**config.mk**
```make
export PLATFORM = sky130hd
export DESIGN_NAME = clipped_rect_fill_and_keyed_blit_core
export DESIGN_NICKNAME = d
export VERILOG_FILES = /design/src/rtl/crfb_pkg.sv /design/src/rtl/crfb_front.sv /design/src/rtl/crfb_queue.sv /design/src/rtl/crfb_back.sv /design/src/rtl/clipped_rect_fill_and_keyed_blit_core.sv
export SDC_FILE = /design/constraint.sdc
export NUM_CORES = 1
export LEC_CHECK = 0
export ABC_AREA = 0
export BUFFER_PORTS_ARGS = -buffer_cell sky130_fd_sc_hd__buf_2
export CAP_MARGIN = 20
export CORE_AREA = 2 2 239 123
export DETAILED_ROUTE_END_ITERATION = 6
export DIE_AREA = 0 0 241 125
export PLACE_DENSITY_LB_ADDON = 0.08
export SETUP_SLACK_MARGIN = 0.02
export SKIP_CTS_REPAIR_TIMING = 1
export SLEW_MARGIN = 20
export SYNTH_ARGS = -nofsm -noshare
export SYNTH_HDL_FRONTEND = slang
export SYNTH_HIERARCHICAL = 1
export SYNTH_SLANG_ARGS = --single-unit
```
**constraint.sdc**
```tcl
create_clock -name clk_i -period 11.2 [get_ports clk_i]
set_clock_uncertainty 0.15 [all_clocks]
set_input_delay 0.56 -clock clk_i [delete_from_list [all_inputs] [get_ports clk_i]]
set_output_delay 0.56 -clock clk_i [all_outputs]
set_load 0.01 [all_outputs]
```
**src/rtl/crfb_pkg.sv**
```systemverilog
// ----------------------------------------------------------------------------
// crfb_pkg
// Shared types and constants for the clipped rectangle fill and keyed blit
// engine.
// ----------------------------------------------------------------------------
`timescale 1ns / 1ps
`default_nettype none

package crfb_pkg;

  localparam int unsigned ScreenWidth  = 240;
  localparam int unsigned ScreenHeight = 160;
  localparam int unsigned MaxSide      = 512;

  localparam int unsigned CoordW  = 8;
  localparam int unsigned SideW   = 9;
  localparam int unsigned ColorW  = 16;
  localparam int unsigned AddrW   = 16;
  localparam int unsigned ModeW   = 2;
  localparam int unsigned CfgIdxW = 4;
  localparam int unsigned CfgDatW = 16;

  // Screen coordinate plus counter, one bit wider than the counter term.
  localparam int unsigned PosW = SideW + 1;

  typedef enum logic [CfgIdxW-1:0] {
    REG_ORIGIN_X    = 4'd0,
    REG_ORIGIN_Y    = 4'd1,
    REG_RECT_WIDTH  = 4'd2,
    REG_RECT_HEIGHT = 4'd3,
    REG_FILL_COLOR  = 4'd4,
    REG_KEY_COLOR   = 4'd5,
    REG_DRAW_MODE   = 4'd6,
    REG_TO_DISPLAY  = 4'd7
  } crfb_reg_e;

  localparam logic [ModeW-1:0] MODE_FILL  = 2'd0;
  localparam logic [ModeW-1:0] MODE_COPY  = 2'd1;
  localparam logic [ModeW-1:0] MODE_KEYED = 2'd2;

  localparam logic [SideW-1:0] RESET_WIDTH  = 9'd240;
  localparam logic [SideW-1:0] RESET_HEIGHT = 9'd160;

  // One framebuffer write, as it travels from the front to the back.
  typedef struct packed {
    logic              write_enable;
    logic              target_display;
    logic [AddrW-1:0]  pixel_address;
    logic [ColorW-1:0] pixel_color;
    logic              rect_done;
  } crfb_item_t;

  function automatic logic [PosW-1:0] side_len(input logic [SideW-1:0] v);
    side_len = (v == '0) ? PosW'(MaxSide) : {1'b0, v};
  endfunction

  function automatic logic [AddrW-1:0] row_start(input logic [CoordW-1:0] oy);
    row_start = AddrW'({8'd0, oy} * 16'(ScreenWidth));
  endfunction

endpackage

`default_nettype wire

```
**src/rtl/crfb_front.sv**
```systemverilog
// ----------------------------------------------------------------------------
// crfb_front
// Configuration registers, rectangle walk counters and per-pixel
// classification (clip, key, colour select, address).
// ----------------------------------------------------------------------------
`timescale 1ns / 1ps
`default_nettype none

module crfb_front import crfb_pkg::*; (
  input  wire logic               clk_i,
  input  wire logic               rst_ni,
  input  wire logic               cfg_we_i,
  input  wire logic [CfgIdxW-1:0] cfg_index_i,
  input  wire logic [CfgDatW-1:0] cfg_data_i,
  input  wire logic               in_fire_i,
  input  wire logic [ColorW-1:0]  source_pixel_i,
  output crfb_item_t              item_o
);

  logic [CoordW-1:0] origin_x_q, origin_x_d;
  logic [CoordW-1:0] origin_y_q, origin_y_d;
  logic [SideW-1:0]  rect_width_q, rect_width_d;
  logic [SideW-1:0]  rect_height_q, rect_height_d;
  logic [ColorW-1:0] fill_color_q, fill_color_d;
  logic [ColorW-1:0] key_color_q, key_color_d;
  logic [ModeW-1:0]  draw_mode_q, draw_mode_d;
  logic              to_display_q, to_display_d;

  logic [SideW-1:0]  col_q, col_d;
  logic [SideW-1:0]  row_q, row_d;
  logic [AddrW-1:0]  row_base_q, row_base_d;

  logic              restart;
  logic [PosW-1:0]   sx, sy, col_inc, row_inc;
  logic              on_screen, keyed, we, last_col, done;
  logic [ColorW-1:0] color;

  always_comb begin
    origin_x_d    = origin_x_q;
    origin_y_d    = origin_y_q;
    rect_width_d  = rect_width_q;
    rect_height_d = rect_height_q;
    fill_color_d  = fill_color_q;
    key_color_d   = key_color_q;
    draw_mode_d   = draw_mode_q;
    to_display_d  = to_display_q;
    restart       = 1'b0;
    if (cfg_we_i) begin
      restart = 1'b1;
      unique case (cfg_index_i)
        REG_ORIGIN_X:    origin_x_d    = cfg_data_i[CoordW-1:0];
        REG_ORIGIN_Y:    origin_y_d    = cfg_data_i[CoordW-1:0];
        REG_RECT_WIDTH:  rect_width_d  = cfg_data_i[SideW-1:0];
        REG_RECT_HEIGHT: rect_height_d = cfg_data_i[SideW-1:0];
        REG_FILL_COLOR:  fill_color_d  = cfg_data_i;
        REG_KEY_COLOR:   key_color_d   = cfg_data_i;
        REG_DRAW_MODE:   draw_mode_d   = cfg_data_i[ModeW-1:0];
        REG_TO_DISPLAY:  to_display_d  = cfg_data_i[0];
        default:         restart       = 1'b0;
      endcase
    end
  end

  assign sx        = PosW'(origin_x_q) + PosW'(col_q);
  assign sy        = PosW'(origin_y_q) + PosW'(row_q);
  assign col_inc   = PosW'(col_q) + PosW'(1);
  assign row_inc   = PosW'(row_q) + PosW'(1);
  assign on_screen = (sx < PosW'(ScreenWidth)) && (sy < PosW'(ScreenHeight));
  // Mode 3 keys just like mode 2, so only the upper mode bit matters here.
  assign keyed     = draw_mode_q[1] && (source_pixel_i == key_color_q);
  assign we        = on_screen && !keyed;
  assign color     = (draw_mode_q == MODE_FILL) ? fill_color_q : source_pixel_i;
  assign last_col  = col_inc >= side_len(rect_width_q);
  assign done      = last_col && (row_inc >= side_len(rect_height_q));

  always_comb begin
    item_o.write_enable   = we;
    item_o.target_display = to_display_q;
    item_o.pixel_address  = we ? (row_base_q + AddrW'(sx)) : '0;
    item_o.pixel_color    = we ? color : '0;
    item_o.rect_done      = done;
  end

  always_comb begin
    col_d      = col_q;
    row_d      = row_q;
    row_base_d = row_base_q;
    if (restart || (in_fire_i && done)) begin
      col_d      = '0;
      row_d      = '0;
      row_base_d = row_start(origin_y_d);
    end else if (in_fire_i && last_col) begin
      col_d      = '0;
      row_d      = row_inc[SideW-1:0];
      row_base_d = row_base_q + AddrW'(ScreenWidth);
    end else if (in_fire_i) begin
      col_d = col_inc[SideW-1:0];
    end
  end

  always_ff @(posedge clk_i or negedge rst_ni) begin
    if (!rst_ni) begin
      origin_x_q    <= '0;
      origin_y_q    <= '0;
      rect_width_q  <= RESET_WIDTH;
      rect_height_q <= RESET_HEIGHT;
      fill_color_q  <= '0;
      key_color_q   <= '0;
      draw_mode_q   <= MODE_FILL;
      to_display_q  <= 1'b1;
      col_q         <= '0;
      row_q         <= '0;
      row_base_q    <= '0;
    end else begin
      origin_x_q    <= origin_x_d;
      origin_y_q    <= origin_y_d;
      rect_width_q  <= rect_width_d;
      rect_height_q <= rect_height_d;
      fill_color_q  <= fill_color_d;
      key_color_q   <= key_color_d;
      draw_mode_q   <= draw_mode_d;
      to_display_q  <= to_display_d;
      col_q         <= col_d;
      row_q         <= row_d;
      row_base_q    <= row_base_d;
    end
  end

endmodule

`default_nettype wire

```
**src/rtl/crfb_queue.sv**
```systemverilog
// ----------------------------------------------------------------------------
// crfb_queue
// Two-entry queue of classified writes between the front and the back.
// ----------------------------------------------------------------------------
`timescale 1ns / 1ps
`default_nettype none

module crfb_queue import crfb_pkg::*; (
  input  wire logic clk_i,
  input  wire logic rst_ni,
  input  wire logic push_i,
  input  wire crfb_item_t push_item_i,
  input  wire logic pop_i,
  output crfb_item_t pop_item_o,
  output logic      full_o,
  output logic      empty_o
);

  crfb_item_t  mem_q [2];
  logic        wr_ptr_q, wr_ptr_d;
  logic        rd_ptr_q, rd_ptr_d;
  logic [1:0]  count_q, count_d;

  assign full_o     = count_q == 2'd2;
  assign empty_o    = count_q == 2'd0;
  assign pop_item_o = mem_q[rd_ptr_q];

  always_comb begin
    wr_ptr_d = push_i ? ~wr_ptr_q : wr_ptr_q;
    rd_ptr_d = pop_i  ? ~rd_ptr_q : rd_ptr_q;
    count_d  = count_q + 2'(push_i) - 2'(pop_i);
  end

  always_ff @(posedge clk_i) begin
    if (push_i) begin
      mem_q[wr_ptr_q] <= push_item_i;
    end
  end

  always_ff @(posedge clk_i or negedge rst_ni) begin
    if (!rst_ni) begin
      wr_ptr_q <= 1'b0;
      rd_ptr_q <= 1'b0;
      count_q  <= '0;
    end else begin
      wr_ptr_q <= wr_ptr_d;
      rd_ptr_q <= rd_ptr_d;
      count_q  <= count_d;
    end
  end

endmodule

`default_nettype wire

```
**src/rtl/crfb_back.sv**
```systemverilog
// ----------------------------------------------------------------------------
// crfb_back
// Output register stage: takes writes from the queue and holds each one on
// the result port until its transfer.
// ----------------------------------------------------------------------------
`timescale 1ns / 1ps
`default_nettype none

module crfb_back import crfb_pkg::*; (
  input  wire logic clk_i,
  input  wire logic rst_ni,
  input  wire logic q_empty_i,
  input  wire crfb_item_t q_item_i,
  output logic      q_pop_o,
  input  wire logic out_stall_i,
  output logic      out_valid_o,
  output crfb_item_t out_item_o
);

  logic       out_valid_q, out_valid_d;
  crfb_item_t out_item_q;

  assign q_pop_o = !q_empty_i && (!out_valid_q || !out_stall_i);

  always_comb begin
    out_valid_d = out_valid_q;
    if (q_pop_o) begin
      out_valid_d = 1'b1;
    end else if (!out_stall_i) begin
      out_valid_d = 1'b0;
    end
  end

  always_ff @(posedge clk_i) begin
    if (q_pop_o) begin
      out_item_q <= q_item_i;
    end
  end

  always_ff @(posedge clk_i or negedge rst_ni) begin
    if (!rst_ni) begin
      out_valid_q <= 1'b0;
    end else begin
      out_valid_q <= out_valid_d;
    end
  end

  assign out_valid_o = out_valid_q;
  assign out_item_o  = out_item_q;

endmodule

`default_nettype wire

```
**src/rtl/clipped_rect_fill_and_keyed_blit_core.sv**
```systemverilog
// Path: each accepted pixel passes the two-entry queue, then the output register.
// Throughput: one pixel per cycle with an unstalled result; the queue and output
// register absorb a stalled result while input transfers go on until the queue fills.
// Reset: asynchronous, active low; restores the register defaults and starts
// the walk at the top-left pixel of the rectangle. No clearing pass.
// ----------------------------------------------------------------------------
// clipped_rect_fill_and_keyed_blit_core
// Rectangle engine: walks a configured rectangle in raster order and emits one
// clipped, optionally colour-keyed framebuffer write per source pixel.
// ----------------------------------------------------------------------------
`timescale 1ns / 1ps
`default_nettype none

module clipped_rect_fill_and_keyed_blit_core import crfb_pkg::*; (
  input  wire logic               clk_i,
  input  wire logic               rst_ni,
  input  wire logic               cfg_valid_i,
  output logic                    cfg_ready_o,
  input  wire logic [CfgIdxW-1:0] cfg_index_i,
  input  wire logic [CfgDatW-1:0] cfg_data_i,
  input  wire logic               in_valid_i,
  output logic                    in_stall_o,
  input  wire logic [ColorW-1:0]  source_pixel_i,
  output logic                    out_valid_o,
  input  wire logic               out_stall_i,
  output logic                    write_enable_o,
  output logic                    target_display_o,
  output logic [AddrW-1:0]        pixel_address_o,
  output logic [ColorW-1:0]       pixel_color_o,
  output logic                    rect_done_o
);

  crfb_item_t front_item, q_item, out_item;
  logic       in_fire, q_full, q_empty, q_pop;

  assign cfg_ready_o = 1'b1;
  assign in_stall_o  = q_full;
  assign in_fire     = in_valid_i && !q_full;

  crfb_front u_front (
    .clk_i          (clk_i),
    .rst_ni         (rst_ni),
    .cfg_we_i       (cfg_valid_i && cfg_ready_o),
    .cfg_index_i    (cfg_index_i),
    .cfg_data_i     (cfg_data_i),
    .in_fire_i      (in_fire),
    .source_pixel_i (source_pixel_i),
    .item_o         (front_item)
  );

  crfb_queue u_queue (
    .clk_i       (clk_i),
    .rst_ni      (rst_ni),
    .push_i      (in_fire),
    .push_item_i (front_item),
    .pop_i       (q_pop),
    .pop_item_o  (q_item),
    .full_o      (q_full),
    .empty_o     (q_empty)
  );

  crfb_back u_back (
    .clk_i       (clk_i),
    .rst_ni      (rst_ni),
    .q_empty_i   (q_empty),
    .q_item_i    (q_item),
    .q_pop_o     (q_pop),
    .out_stall_i (out_stall_i),
    .out_valid_o (out_valid_o),
    .out_item_o  (out_item)
  );

  assign write_enable_o   = out_item.write_enable;
  assign target_display_o = out_item.target_display;
  assign pixel_address_o  = out_item.pixel_address;
  assign pixel_color_o    = out_item.pixel_color;
  assign rect_done_o      = out_item.rect_done;

endmodule

`default_nettype wire

```
* Word level (Yosys, flattened, before mapping)
Memories as Yosys holds them, arrays and structs flattened. A register that Yosys moved wholly into a read port is not among the register bits.
Index checks and enable logic that the tools add are counted.
** Word-level totals
- Bits in registers :: 108
- RAM bits :: 70
- Bits of input ports :: 41
- Memories kept :: 1
** Memory list
- u_queue.mem_q :: depth 2, width 35, read ports 1, clocked after Yosys merged registers in 1, wr ports 1, line crfb_queue.sv:19 : crfb_item_t mem_q [2];
** Cells by class
- $add $sub $neg :: 8
- Multipliers :: 1
- Magnitude comparators :: 4
- Equal/unequal tests :: 10
- Muxes and demuxes :: 20
- Bitwise operators :: 2
- Reduce and logical (&&, ||, !) cells :: 30
** Operator list (count)
- $mux 16 :: 5
- $mux 9 :: 5
- $add 8x9->10 :: 2
- $add 9x1->10 const B :: 2
- $ge 10x10->1 :: 2
- $lt 10x8->1 const B :: 2
- $mux 10 :: 2
- $logic_not 9->1 :: 2
- $add 16x10->16 :: 1
- $add 16x8->16 const B :: 1
- $eq 16x16->1 :: 1
- $eq 4x3->1 const B :: 4
- $mux 8 :: 2
- $reduce_and 2->1 :: 7
- $mul 8x4->12 const B :: 1
- $eq 4x2->1 const B :: 2
- $logic_and 1x1->1 :: 8
- $reduce_or 8->1 :: 1
- $mux 1 :: 6
- $logic_not 1->1 :: 5
- $eq 4x1->1 const B :: 1
- $logic_not 2->1 :: 2
- $logic_not 4->1 :: 1
- $reduce_bool 3->1 :: 1
- 7 further kinds :: 9

* Longest topological paths before layout
Gate-level depths: netlist (run 1).
- Depth in word-level cells :: 7
- Gate-level depth with buffers :: 19
- Gate-level depth less buffers :: 17

* Hierarchy
Netlist (run 1), hierarchy kept.
** Modules (own cells, without submodules)
- crfb_front :: times used 1, cells each 734, area each 7120.6 um2
- crfb_queue :: times used 1, cells each 124, area each 2872.8 um2
- crfb_back :: times used 1, cells each 38, area each 1091.0 um2
- clipped_rect_fill_and_keyed_blit_core :: times used 1, cells each 3, area each 25.0 um2

* Least setup slack after synthesis (run 1)
OpenSTA, ideal clock, no wires.
- Kind :: input to register
- From :: input port cfg_index_i[3]
- To :: register u_front.row_base_q[15]
- Library setup time :: 0.094 ns
- Arrival :: 3.824 ns
- Required time :: 10.956 ns
- Path slack :: 7.132 ns
- Stages on the path :: 19
- Path buffers :: 2
- Cells stage by stage :: nand2b_4 buf_6 nor2_8 nand3b_1 buf_6 mux2i_2 xor2_1 ha_1 nor2_1 fa_1 inv_1 ha_1 o211ai_1 o21ai_0 a31oi_1 o21bai_1 a21oi_1 xor2_1 a211oi_1
** On the way
- Word-level cells in the longest chain between the ends :: 6
- Elaborated cells between the ends (all ways) :: 17
- Classes of those cells :: mul: 1; eq/ne: 7; mux: 5; reduce/logical: 4
** RTL lines
- start, declared :: line clipped_rect_fill_and_keyed_blit_core.sv:19 : input wire logic [CfgIdxW-1:0] cfg_index_i,
- branches (longest 6 deep; another with $mul 8x4->12)
- end signal, assigned :: line crfb_front.sv:125 : row_base_q <= row_base_d;
- end, declared :: line crfb_front.sv:31 : logic [AddrW-1:0] row_base_q, row_base_d;
Parallel ways; which one is timed is not known.
A chain may end at the register's enable or synchronous reset.

* Worst setup path in the final report (run 1)
Same ends and word-level chain as after synthesis.

==> results of run 1 <==
logic make-up (layout without fill, tap and decap cells):
group / count (synthesis) / in the layout / share of synthesized area [%]
xor+xnor: 72 / 72 / 5.81
buf+inv: 83 / 176 / 3.84
other cells: 2 / 2 / 0.0676
compound gates: 157 / 157 / 9.57
flops: 209 / 209 / 51.9
mux: 98 / 98 / 10.9
fa+ha+maj: 70 / 70 / 8.36
simple gates: 208 / 208 / 9.56
worst reg2reg max path: stages (launching register included):
cell	delay [ps]
dfrtp_1	520
ha_1	260
and3_1	220
and3_1	230
nand3_1	110
xnor2_1	280
ha_1	280
nand2_1	70
nor2_1	70
a21oi_1	310
o22ai_2	180
a21o_1	390
nor2_1	740
a311oi_1	200
routing by layer:
metal  vias to the layer above  wire [um]  global-route usage [%]
met5                         -          0                       0
met4                         0        283                    2.61
met3                        18       1250                    3.53
met2                       140       9250                    21.2
met1                      3374      15500                    32.0
li1                       3403          -                       -
flip-flops by register name, summed over array words and instances, names as in the netlist:
signal and cells:
u_front/origin_x_q 8, u_front/row_q 9, u_queue/rd_ptr_q 1, u_queue/wr_ptr_q 1, u_front/row_base_q 12, u_back/out_item_o 35, u_front/key_color_q 16, u_front/origin_y_q 8
u_front/draw_mode_q 2, u_front/to_display_q 1, u_back/out_valid_o 1, u_front/rect_height_q 9, u_front/col_q 9, u_front/rect_width_q 9, u_front/fill_color_q 16, u_queue/count_q 2
u_queue/mem_q 70
through the flow:
step                      cells  hold WS, ps  setup slack, ps  utilization (%)  power [mW]
after floorplan             899          114             7130                -        2.20
after global placement     1344          337             6320             41.8        2.54
after detailed placement   1344          343             6220             41.8        2.54
after CTS                  1381        -97.6             6770             43.9        3.20
after global routing       1383          137             6440             44.1        3.41
final                      1383          140             6740             44.1        3.17
Yosys cell counts, types with 7 or more instances:
cell	number	share of area (%)
nor4_1	7	0.39
dfrtp_1	97	22
mux2_4	29	3.9
a21o_1	11	0.74
ha_1	63	7.1
mux2i_1	7	0.63
nand2_1	72	2.4
nand4_1	9	0.51
fa_1	7	1.3
a21oi_1	35	1.6
mux2_2	59	6.0
dfstp_2	7	1.7
xor2_1	36	2.8
edfxtp_1	105	28
a21oi_2	19	1.5
and3_1	12	0.68
o21bai_1	7	0.47
inv_1	51	1.7
nor2_1	44	1.5
clkbuf_1	13	0.44
nor3_1	11	0.50
nand3_1	17	0.77
o21ai_0	33	1.5
xnor2_1	35	2.8
final timing paths:
| check | from | endpoint | cells after the start |
|---|---|---|---|
| setup reg to reg | u_front/col_q[1] | u_front/row_base_q[14] | 13 |
| setup / recovery | cfg_index_i[3] | u_front/row_base_q[15] | 18 |
| max in group asynchronous | rst_ni | u_front/rect_width_q[8] | 3 |
| min in group asynchronous | rst_ni | u_back/out_valid_o | 2 |
| hold reg to reg | u_front/fill_color_q[3] | u_front/fill_color_q[3] | 1 |
| hold / removal | cfg_data_i[10] | u_front/fill_color_q[10] | 2 |
power by group through the flow:
stage	sequential, mW	combinational [mW]	clock (mW)
CTS	1.27	1.27	0.668
detailed placement	1.28	1.26	0
global placement	1.28	1.26	0
floorplan	1.28	0.926	0
finish	1.26	1.26	0.644
global route	1.29	1.42	0.698
placed cells by master (no fill, tap or decap), drive strengths merged, types with 3 or more instances in the layout:
master  Yosys  final
a211oi      9      9
a21o       11     11
a21oi      54     54
a22o        4      4
a31oi       7      7
and2        3      3
and3       12     12
buf        19     87
clkbuf     13     31
clkinv      0      5
dfrtp      97     97
dfstp       7      7
edfxtp    105    105
fa          7      7
ha         63     63
inv        51     51
mux2       88     88
mux2i      10     10
nand2      72     72
nand2b      6      6
nand3      17     17
nand4       9      9
nor2       45     45
nor2b       6      6
nor3       12     12
nor3b       4      4
nor4        8      8
o211ai      6      6
o21a        5      5
o21ai      37     37
o21bai      7      7
o22ai       5      5
or3         4      4
xnor2      35     35
xor2       36     36
final cells by class:
cell class,count,share of cell area [%]
clock buffer,31,4.51
inverter,51,1.54
sequential,209,46.2
tap,391,3.92
multi-input combinational,607,39.6
timing repair buffer,88,3.95
clock inverter,6,0.251
==> results, run 1 <==
- The run finished with clean final reports.
- The power share of the sequential group is roughly two fifths.
- The via count of the first global-routing pass is between 6000 and 7000.
- Counting flops with an async set or reset pin after synthesis yields a share of around half.
- The repair_antennas step left the layout with diodes totalling 0.
- The area growth from synthesis to layout is 12.3%.
- For this run, design rule violations remaining after detail routing come to 0.
- The actual slew at the worst max-slew pin is between 900 and 1000 ps.
- The critical path goes through buf_2 -> nand2b_4 -> nor2_8 -> nand3b_1 -> mux2i_1 -> xor2_1 -> ha_1 -> nor2_1 -> fa_1 -> inv_1 -> ha_1 -> a211oi_1 -> o21ai_0 -> a31oi_1 -> o21bai_1 -> a21oi_1 -> xor2_1 -> a211oi_1.
- The number of clock sinks seen by CTS is approximately 210.
- TritonCTS built the clock tree.
- Entering global routing, the biggest net connects between 60 and 70 pins.
- The number of nets at the end of the flow is between 1000 and 1500.
- For this run the aggregate overflow at the end of global routing stands at 0.
- The type of the tightest min-delay check is in2reg.
- The number of synthesized register bits is 209.
- The fmax is between 0.2 and 0.25 GHz.
- The largest buffer count on any clock path is 3.
- After the first detailed-routing iteration, the DRC count stood at around 480.
- The worst endpoint data arrival time is roughly 4700 ps.
- The most frequently used flop master after synthesis is edfxtp_1.
- The final RePlAce weighted congestion is 0.791.
- Global routing used roughly 18% of the available tracks across all layers.
- The die is 125 um tall.
- The sort of element at the end of the critical path is a register.
- In the final timing run, aggregate negative setup slack is 0 ps.
- After routing the design area is between 10000 and 15000 um2.
- The number of optimization iterations in the first detailed-route pass is 5.
- The floorplan step defined a core boundary enclosing ~28000 um2.
- STA puts the critical path data required time at about 11000 ps.
- The part of the Yosys area used for sequential elements is around 52%.
- The standard cell area after detailed placement is approximately 12000 um2.
- The max-slew violation count is 0.
- Setup repair after global routing left no endpoint under its margin.
- The maximum VDD drop is ~0.1 mV.
- The library cell contributing the largest single delay on the critical path is mux2i_1.
- The number of buffers and inverters on the critical path is 2.
- The shortest period the worst path allows is about 4500 ps.
- In this run the remaining antenna-violating nets after routing total 0.
- The relative slew slack is between 30% and 40%.
- Setup violations remaining at the end of the flow were counted as 0.
- After synthesis the cells add up to 11100 um2.
- The mean routed wirelength per cell is roughly 19 um.
- The number of antenna violations at the first check in global routing is 0.
- The effective utilization at floorplan is between 30% and 40%.
- The number of buffers inserted during clock tree synthesis is 21.
- CTS built an H-tree with a depth of 1.
- The floorplan has 44 rows.
- The synthesized netlist contains 69 unique library cells.
- The leakage component of the power is approximately 5.4 nW.
- 79 I/O pins were placed.
- Of the total power, combinational logic draws between 30% and 40%.
- Clock-pin slew was measured on the worst setup and hold paths at 70 ps.
- The later pin in the worst-skew pair is clocked with a latency of ~520 ps.
- The tree is rooted in a clkbuf_16.
- The floorplan die width is between 200 and 250 um.
- The area of the multi-input gates is 4940 um2.
- In the final layout, the share of cells above drive strength 1 is about a quarter.
- During synthesis, Yosys emitted a total of 6 warnings.
- Using the TritonRoute via totals, the vias-per-cell ratio works out to around 5.0.
- The internal reg-to-reg setup slack is approximately 7000 ps.
- The clock network burns 20.3% of the power.
- The first-pass GRT wire length is 40600 um.
- In this run, synthesis inferred between 100 and 150 flip-flops with an integrated enable.
- Input and output buffers added on the ports amount to 77.
- The delay of the slowest cell on the worst path is around 540 ps.
- The routed layout has 6935 vias.
- Wires add up to between 20000 and 30000 um.
- The internal power is 2.04 mW.
- When the netlist entered floorplanning its net count stood at between 1000 and 1500.
- The synthesized area per cell is 12.4 um2.
- In this run the worst path has a maximum fanout of 8.
- The analysis attributes to net switching a power of between 1 and 1.5 mW.
- The register area is ~5800 um2.
- The kind of cell with the highest combined delay along the critical path is compound AO/OA/AOI/OAI gates.
- The worst setup path is launched from an input pin.
- The number of endpoints with negative hold slack in the final report is 0.
- The number of fill cells in the layout is 2686.
- The HPWL after detailed placement is between 15000 and 20000 um.
- The share of total power consumed by net switching is 35.7%.
- Dividing the final minimum period by the clock period gives about 40%.
- The worst setup path is of the in2reg kind.
- The number of maximum-capacitance constraint violations is 0.
- The area enclosed by the die boundary is 30100 um2.
- The ratio of total power to cell area is around 250 nW/um2.
- The number of instances in the synthesized netlist is about 900.
(Power assumes the default switching activity.)
==> inputs of run 2 (changes only) <==
- clock period: 11.2 -> 4.4 ns (I/O delays scaled with it)
==> run 2 against run 1 <==
Final cell count up 2.5%. Via count up 2.0%. Global-route usage up 0.10 points. Combinational power rose to 2.5 times the previous value. Sequential cell count unchanged. Final area rose by 2.8%. Critical path depth decreased by 5. Sequential power rose to 2.6 times the previous value. Power increased to 2.6 times the previous value. Non-clock buffer count rose by 33. Largest cell class unchanged. Largest power group unchanged.
==> results, run 2 (synthesized netlist as in run 1, its figures left out) <==
- The internal power was 5.25 mW (+160%).
- The final RePlAce weighted congestion is 0.775 (-2.1%).
- TritonCTS built the clock tree.
- The largest net degree at the start of global routing is 44 (-34%).
- The count of antenna diodes in the layout is 0 (unchanged).
- The highest fanout seen on the critical path is 20 (+12).
- The number of fill cells in the layout is 2653 (-1.2%).
- The floorplan die width is 241 um (unchanged).
- The final setup violation count is 0 (unchanged).
- The reported net switching power is 2.93 mW (+160%).
- The number of stages on the worst hold path was 3 (+1).
- Setup repair after global routing left no endpoint under its margin.
- The total global routing overflow is 0 (unchanged).
- The area enclosed by the die boundary is 30100 um2 (unchanged).
- The capture point of the worst reg-to-reg path is u_front/row_base_q[15].
- The number of nets at the end of the flow is 1122 (+3.0%).
- After layout, the worst path uses 93.6% of the clock period.
- The number of optimization iterations in the first detailed-route pass is 5 (unchanged).
- The startpoint identified for the worst hold timing path is cfg_index_i[3].
- The shortest period the worst path allows is around 4100 ps.
- The relative slew slack is 36.9% (+2.9 points).
- The actual slew at the worst max-slew pin came to 938 ps (-49.3 ps).
- The area of the multi-input gates is 4940 um2 (unchanged).
- The worst setup slack before clock tree synthesis is 4.65 ps (-6210 ps).
- The library cells used most frequently in the layout, excluding fill and tap cells, are 105 x edfxtp_1, 96 x dfrtp_1, 76 x buf_2.
- The first-pass GRT wire length came to 40900 um (+0.54%).
- The number of endpoints with negative hold slack in the final report is 0 (unchanged).
- The length in cells of the worst reg-to-reg path came to 13 (unchanged).
- The critical path is of the reg2reg type.
- The summed area of non-filler cells in the final layout was 12800 um2 (+2.8%).
- Derived from the worst setup path, the maximum achievable clock frequency is around 0.24 GHz.
- The power share of the sequential group was 39.9% (about the same).
- The combinational share of power is 39.1% (-0.7 points).
- The path class of the tightest hold or removal check is in2reg.
- The share of post-route cells with drive strength above 1 is 26.2% (+1.1 points).
- The core area is 28300 um2 (unchanged).
- The DRC violation count after routing is 0 (unchanged).
- The via count of the first global-routing pass was 6648 (+0.96%).
- The ratio of total power to cell area is 638 nW/um2 (+150%).
- The insertion delay of the later-clocked pin in the worst-skew pair is 520 ps (about the same).
- The part of the power in the clock network is 21.0% (+0.7 points).
- The max-slew violation count is 0 (unchanged).
- The final antenna-violating net count is 0 (unchanged).
- The final cell utilization of the core is 45.3% (+1.2 points).
- The overall track demand over capacity in global routing was 18.0% (+0.10 points).
- The placed wire-length estimate after detailed placement is 19800 um (+2.6%).
- The number of input and output port buffers inserted was 77 (unchanged).
- The number of flip-flops in the largest register is 70 (unchanged).
- The number of cell rows came to 44 (unchanged).
- The number of antenna violations at the first check in global routing is 0 (unchanged).
- The vertical die dimension is 125 um (unchanged).
- More flip-flops sit in one register than any other, and that register is u_queue/mem_q.
- The register area was 5770 um2 (unchanged).
- The number of placed I/O pins is 79 (unchanged).
- The startpoint of the lowest-slack register-to-register path is u_front/col_q[1].
- The number of vias in the routed layout is 7074 (+2.0%).
- The share of total power consumed by net switching came to 35.8% (+0.096 points).
- The number of buffers inserted during clock tree synthesis is 21 (unchanged).
- The leakage component of the power is 5.57 nW (+3.0%).
- The buffer cell driving the clock tree root is clkbuf_16.
- The clock transition at the registers of the reported paths is 70 ps (about the same).
- The standard cell area after detailed placement is 11900 um2 (+0.82%).
- The violation count after the first detailed-routing iteration was 546 (+14%).
- The internal reg-to-reg setup slack was 280 ps (-6720 ps).
- The worst setup path is captured at a register.
- The effective utilization at floorplan came to 39.3% (unchanged).
- The final-layout setup total negative slack is 0 ps (unchanged).
- For hold timing, the worst endpoint is u_front/col_q[1].
- The ratio of routed vias to standard cells was 4.99 (-0.44%).
- The final wirelength came to 26600 um (+1.3%).
- The flow ran to the end, and the final reports show no timing, DRC or antenna violations.
- The mean routed wirelength per cell is 18.8 um (-1.2%).
- The worst setup slack after layout is 281 ps (-6460 ps).
- The worst endpoint data arrival time is 4360 ps (-310 ps).
- Leaving out fill and tap cells, the most frequent cell in the layout is edfxtp_1.
- The category of the worst setup path launch point is a register.
- The required time of the critical path is 4640 ps (-6770 ps).
- The maximum VDD drop is 0.262 mV (+170%).
- The area added between synthesis and finish is 15.4%.
- The number of maximum-capacitance constraint violations is 0 (unchanged).
- The total number of H-tree levels was 1 (unchanged).
- The largest buffer count on any clock path is 3 (unchanged).
- The number of clock sinks seen by CTS is 209 (unchanged).
## run 2: power by group through the flow
stage	combinational, mW	clock (mW)	sequential (mW)
floorplan	2.36	0	3.25
global placement	3.17	0	3.30
detailed placement	3.18	0	3.30
CTS	3.20	1.77	3.27
global route	3.61	1.86	3.34
finish	3.20	1.72	3.26
## run 2: routing by layer
metal	wire [um]	GRT usage (%)
met5	0	0
met2	9300	21.1
met3	1370	3.62
met1	15600	32.3
met4	307	2.54
## run 2: worst max-delay path, stage by stage (launching register included)
cell	delay, ps
dfrtp_1	530
ha_1	270
and3_1	230
and3_1	240
nand3_1	120
xnor2_1	200
ha_1	310
nand2_1	60
nor2_1	190
a21oi_1	160
o221a_2	480
a2111oi_0	740
buf_4	260
a211oi_1	50
## run 2: through the flow
step	cells	hold WS, ps	power (mW)
after global placement	1357	71.3	6.47
final	1417	15.7	8.18
after detailed placement	1357	70.4	6.48
after floorplan	899	-226	5.61
after CTS	1395	-470	8.24
after global routing	1417	10.7	8.80
## run 2: how the worst max path moves through the flow
stage	from	end	cells after the start
5_1_grt	u_front/col_q[1]	u_front/row_base_q[15]	13
2_1_floorplan	cfg_index_i[3]	u_front/row_base_q[15]	19
4_1_cts	u_front/col_q[1]	u_front/row_base_q[15]	13
6_report	u_front/col_q[1]	u_front/row_base_q[15]	13
3_3_place_gp	cfg_index_i[3]	u_front/row_base_q[15]	17
3_5_place_dp	cfg_index_i[3]	u_front/row_base_q[15]	17
## run 2: area by class of cell
cell class | instances | share of cell area, %
Multi-Input combinational cell | 607 | 38.5
Inverter | 51 | 1.49
Clock inverter | 11 | 0.576
Timing Repair Buffer | 121 | 6.17
Sequential cell | 209 | 45.0
Tap cell | 391 | 3.82
Clock buffer | 27 | 4.43
==> inputs of run 3 (changes only) <==
- CORE_AREA: 2 2 239 123 -> 8 8 245 129
- DIE_AREA: 0 0 241 125 -> 0 0 253 137
==> run 3 against run 2 <==
Count of clock-buffer cells in the layout is 2 lower. Via count is 0.47% lower. Clock power is 5% higher. Sequential power hardly changed. Final area is 0.55% higher. Final cell count is 0.28% higher. Register-to-register slack better by 140 ps. Utilization is 0.25 points higher. Die area is 15% higher. Fmax is 1.4% higher. Power is 1.4% higher. Largest cell class unchanged. Highest routed layer unchanged.
==> results, run 3 (synthesized netlist as in run 1, its figures left out) <==
- The run finished with clean final reports.
- The final setup violation count is 0 (unchanged).
- Setup repair after global routing left no endpoint under its margin.
- The number of maximum-capacitance constraint violations was 0 (unchanged).
- The overall track demand over capacity in global routing came to 15.7% (-2.3 points).
- The core area came to 28300 um2 (unchanged).
- The fmax is 0.246 GHz (+1.4%).
- The category of the worst setup path launch point is an input pin.
- The number of cell rows is 44 (unchanged).
- The startpoint of the lowest-slack register-to-register path is u_front/col_q[0].
- The worst setup path is of the in2reg kind.
- The critical path buffer and inverter count came to 4 (+3).
- The effective utilization at floorplan is 39.3% (unchanged).
- The worst endpoint data arrival time is 4340 ps (-20 ps).
- The TritonCTS clock tree is built.
- The via count of the first global-routing pass was 6881 (+3.5%).
- The ratio of routed vias to standard cells came to 4.95 (-0.75%).
- u_queue/mem_q holds more flip-flops than any other register.
- In this run the most critical hold path is launched from cfg_index_i[3].
- The maximum VDD drop is 0.269 mV (+2.7%).
- The number of placed I/O pins is 79 (unchanged).
- The insertion delay of the later-clocked pin in the worst-skew pair came to 520 ps (about the same).
- The worst setup path is captured at a register.
- Leaving out fill and tap cells, the most frequent cell in the layout is edfxtp_1.
- The shortest period the worst path allows is 4060 ps (-58.1 ps).
- The capture point of the worst reg-to-reg path is u_queue/mem_q[0][27].
- The path with the worst hold slack has its endpoint at u_front/col_q[1].
- The number of optimization iterations in the first detailed-route pass was 5 (unchanged).
- In the layout the commonest cells are 105 x edfxtp_1, 96 x dfrtp_1, 76 x buf_2.
- The number of endpoints with negative hold slack in the final report was 0 (unchanged).
- The first-pass GRT wire length is 41800 um (+2.3%).
- The delay of the slowest cell on the worst path is 540 ps (-200 ps).
- The floorplan die width came to 253 um (+5.0%).
- The number of input and output port buffers inserted is 77 (unchanged).
- The vertical die dimension is 137 um (+9.6%).
- The clock transition at the registers of the reported paths came to 70 ps (about the same).
- The final-layout setup total negative slack is 0 ps (unchanged).
- The share of post-route cells with drive strength above 1 is 26.7% (+0.48 points).
- Walking the worst path, the cells encountered are dlygate4sd3_1 -> buf_2 -> nand3b_1 -> buf_4 -> mux2i_1 -> xnor2_1 -> xnor2_1 -> fa_1 -> inv_1 -> ha_1 -> o211ai_1 -> o21ai_0 -> a31oi_1 -> o21bai_1 -> a21oi_1 -> xor2_1 -> a211oi_1.
- The total power draw is 8.29 mW (+1.4%).
- The number of stages on the worst hold path is 4 (+1).
- The number of antenna violations at the first check in global routing was 0 (unchanged).
- In this run the clock root is driven by a clkbuf_16.
- The total global routing overflow was 0 (unchanged).
- The largest net degree at the start of global routing came to 59 (+34%).
- The actual slew at the worst max-slew pin is 935 ps (-2.73 ps).
- The final antenna-violating net count was 0 (unchanged).
- The number of vias in the routed layout was 7041 (-0.47%).
- The total number of H-tree levels is 1 (unchanged).
- The relative slew slack is 37.5% (+0.58 points).
- The final RePlAce weighted congestion was 0.794 (+2.5%).
- The leakage component of the power is 5.62 nW (+0.80%).
- The largest buffer count on any clock path is 3 (unchanged).
- The mean routed wirelength per cell is 19.2 um (+2.1%).
- The number of buffers inserted during clock tree synthesis is 21 (unchanged).
- The internal reg-to-reg setup slack is 420 ps (+140 ps).
- The share of the clock period used by the worst path came to 92.3% (-1.3 points).
- The number of clock sinks seen by CTS is 209 (unchanged).
- Among cell families on the critical path, the largest total delay comes from compound AO/OA/AOI/OAI gates.
- The type of the tightest min-delay check is in2reg.
- For this design, the slowest cell found on the critical path is mux2i_1.
- The area added between synthesis and finish is 16.0%.
- The final wirelength is 27200 um (+2.4%).
- In this design, the critical path's most frequently occurring cell is xnor2_1.
- The number of flip-flops in the largest register was 70 (unchanged).
- The violation count after the first detailed-routing iteration is 488 (-11%).
- The number of nets at the end of the flow was 1126 (+0.36%).
- The DRC violation count after routing was 0 (unchanged).
- The count of antenna diodes in the layout is 0 (unchanged).
- The placed wire-length estimate after detailed placement is 20400 um (+3.2%).
- The length in cells of the worst reg-to-reg path is 14 (+1).
- The area enclosed by the die boundary came to 34700 um2 (+15%).
- The ratio of total power to cell area is 644 nW/um2 (+0.82%).
- The required time of the critical path is 4680 ps (+40 ps).
- The highest fanout seen on the critical path is 8 (-60%).
- The max-slew violation count is 0 (unchanged).
run 3: cell count changes in the layout (fill, tap and decap cells not counted), sizes merged:
| cell | change |
|---|---|
| clkinvlp | -2 |
| clkinv | +1 |
| buf | +4 |
| inv | +1 |
| clkbuf | -2 |
| bufinv | +2 |
run 3: worst max-delay path by stage:
stage | startpoint | end | slack [ps] | cells after the start
floorplan | cfg_index_i[3] | u_front/row_base_q[15] | 670 | 19
global placement | cfg_index_i[3] | u_front/row_base_q[15] | 310 | 18
detailed placement | cfg_index_i[3] | u_front/row_base_q[15] | 140 | 18
CTS | u_front/col_q[0] | u_queue/mem_q[1][27] | 440 | 14
global route | cfg_index_i[1] | u_front/row_base_q[15] | 20 | 17
finish | cfg_index_i[1] | u_front/row_base_q[15] | 340 | 17
run 3: report_power, final:
part / internal [mW] / total [mW] / switching, mW
Combinational: 1.44 / 3.24 / 1.80
Sequential: 2.89 / 3.25 / 0.360
Clock: 1.01 / 1.81 / 0.795
Total: 5.34 / 8.29 / 2.95
run 3: tightest hold or removal path, stage by stage:
cell	delay, ps
buf_2	90
nor2b_1	40
buf_4	170
a21oi_1	110
run 3: area by class of cell:
cell class | count | area, um2
fillers | 2643 | 15400
flip-flops and latches | 209 | 5770
repair buffers | 125 | 821
clock buffers | 25 | 541
inverters | 51 | 191
clock inverters | 13 | 135
well taps | 391 | 489
multi-input cells | 607 | 4940
run 3: per-stage QoR:
stage	cell area [um2]	worst slack (ps)	util (%)	hold WS [ps]	cells
after floorplan	11100	672	-	-226	899
after global placement	12000	310	42.3	210	1361
after detailed placement	12000	144	42.3	218	1361
after CTS	12600	440	44.7	-333	1399
after global routing	12900	24.2	45.5	12.0	1421
final	12900	339	45.5	6.57	1421
run 3: routing by layer:
layer | vias up | routed length, um | GRT usage, %
li1 | 3470 | - | -
met4 | 0 | 422 | 2.96
met5 | - | 0 | 0
met3 | 28 | 1640 | 4.23
met1 | 3393 | 15400 | 25.9
met2 | 150 | 9780 | 19.2
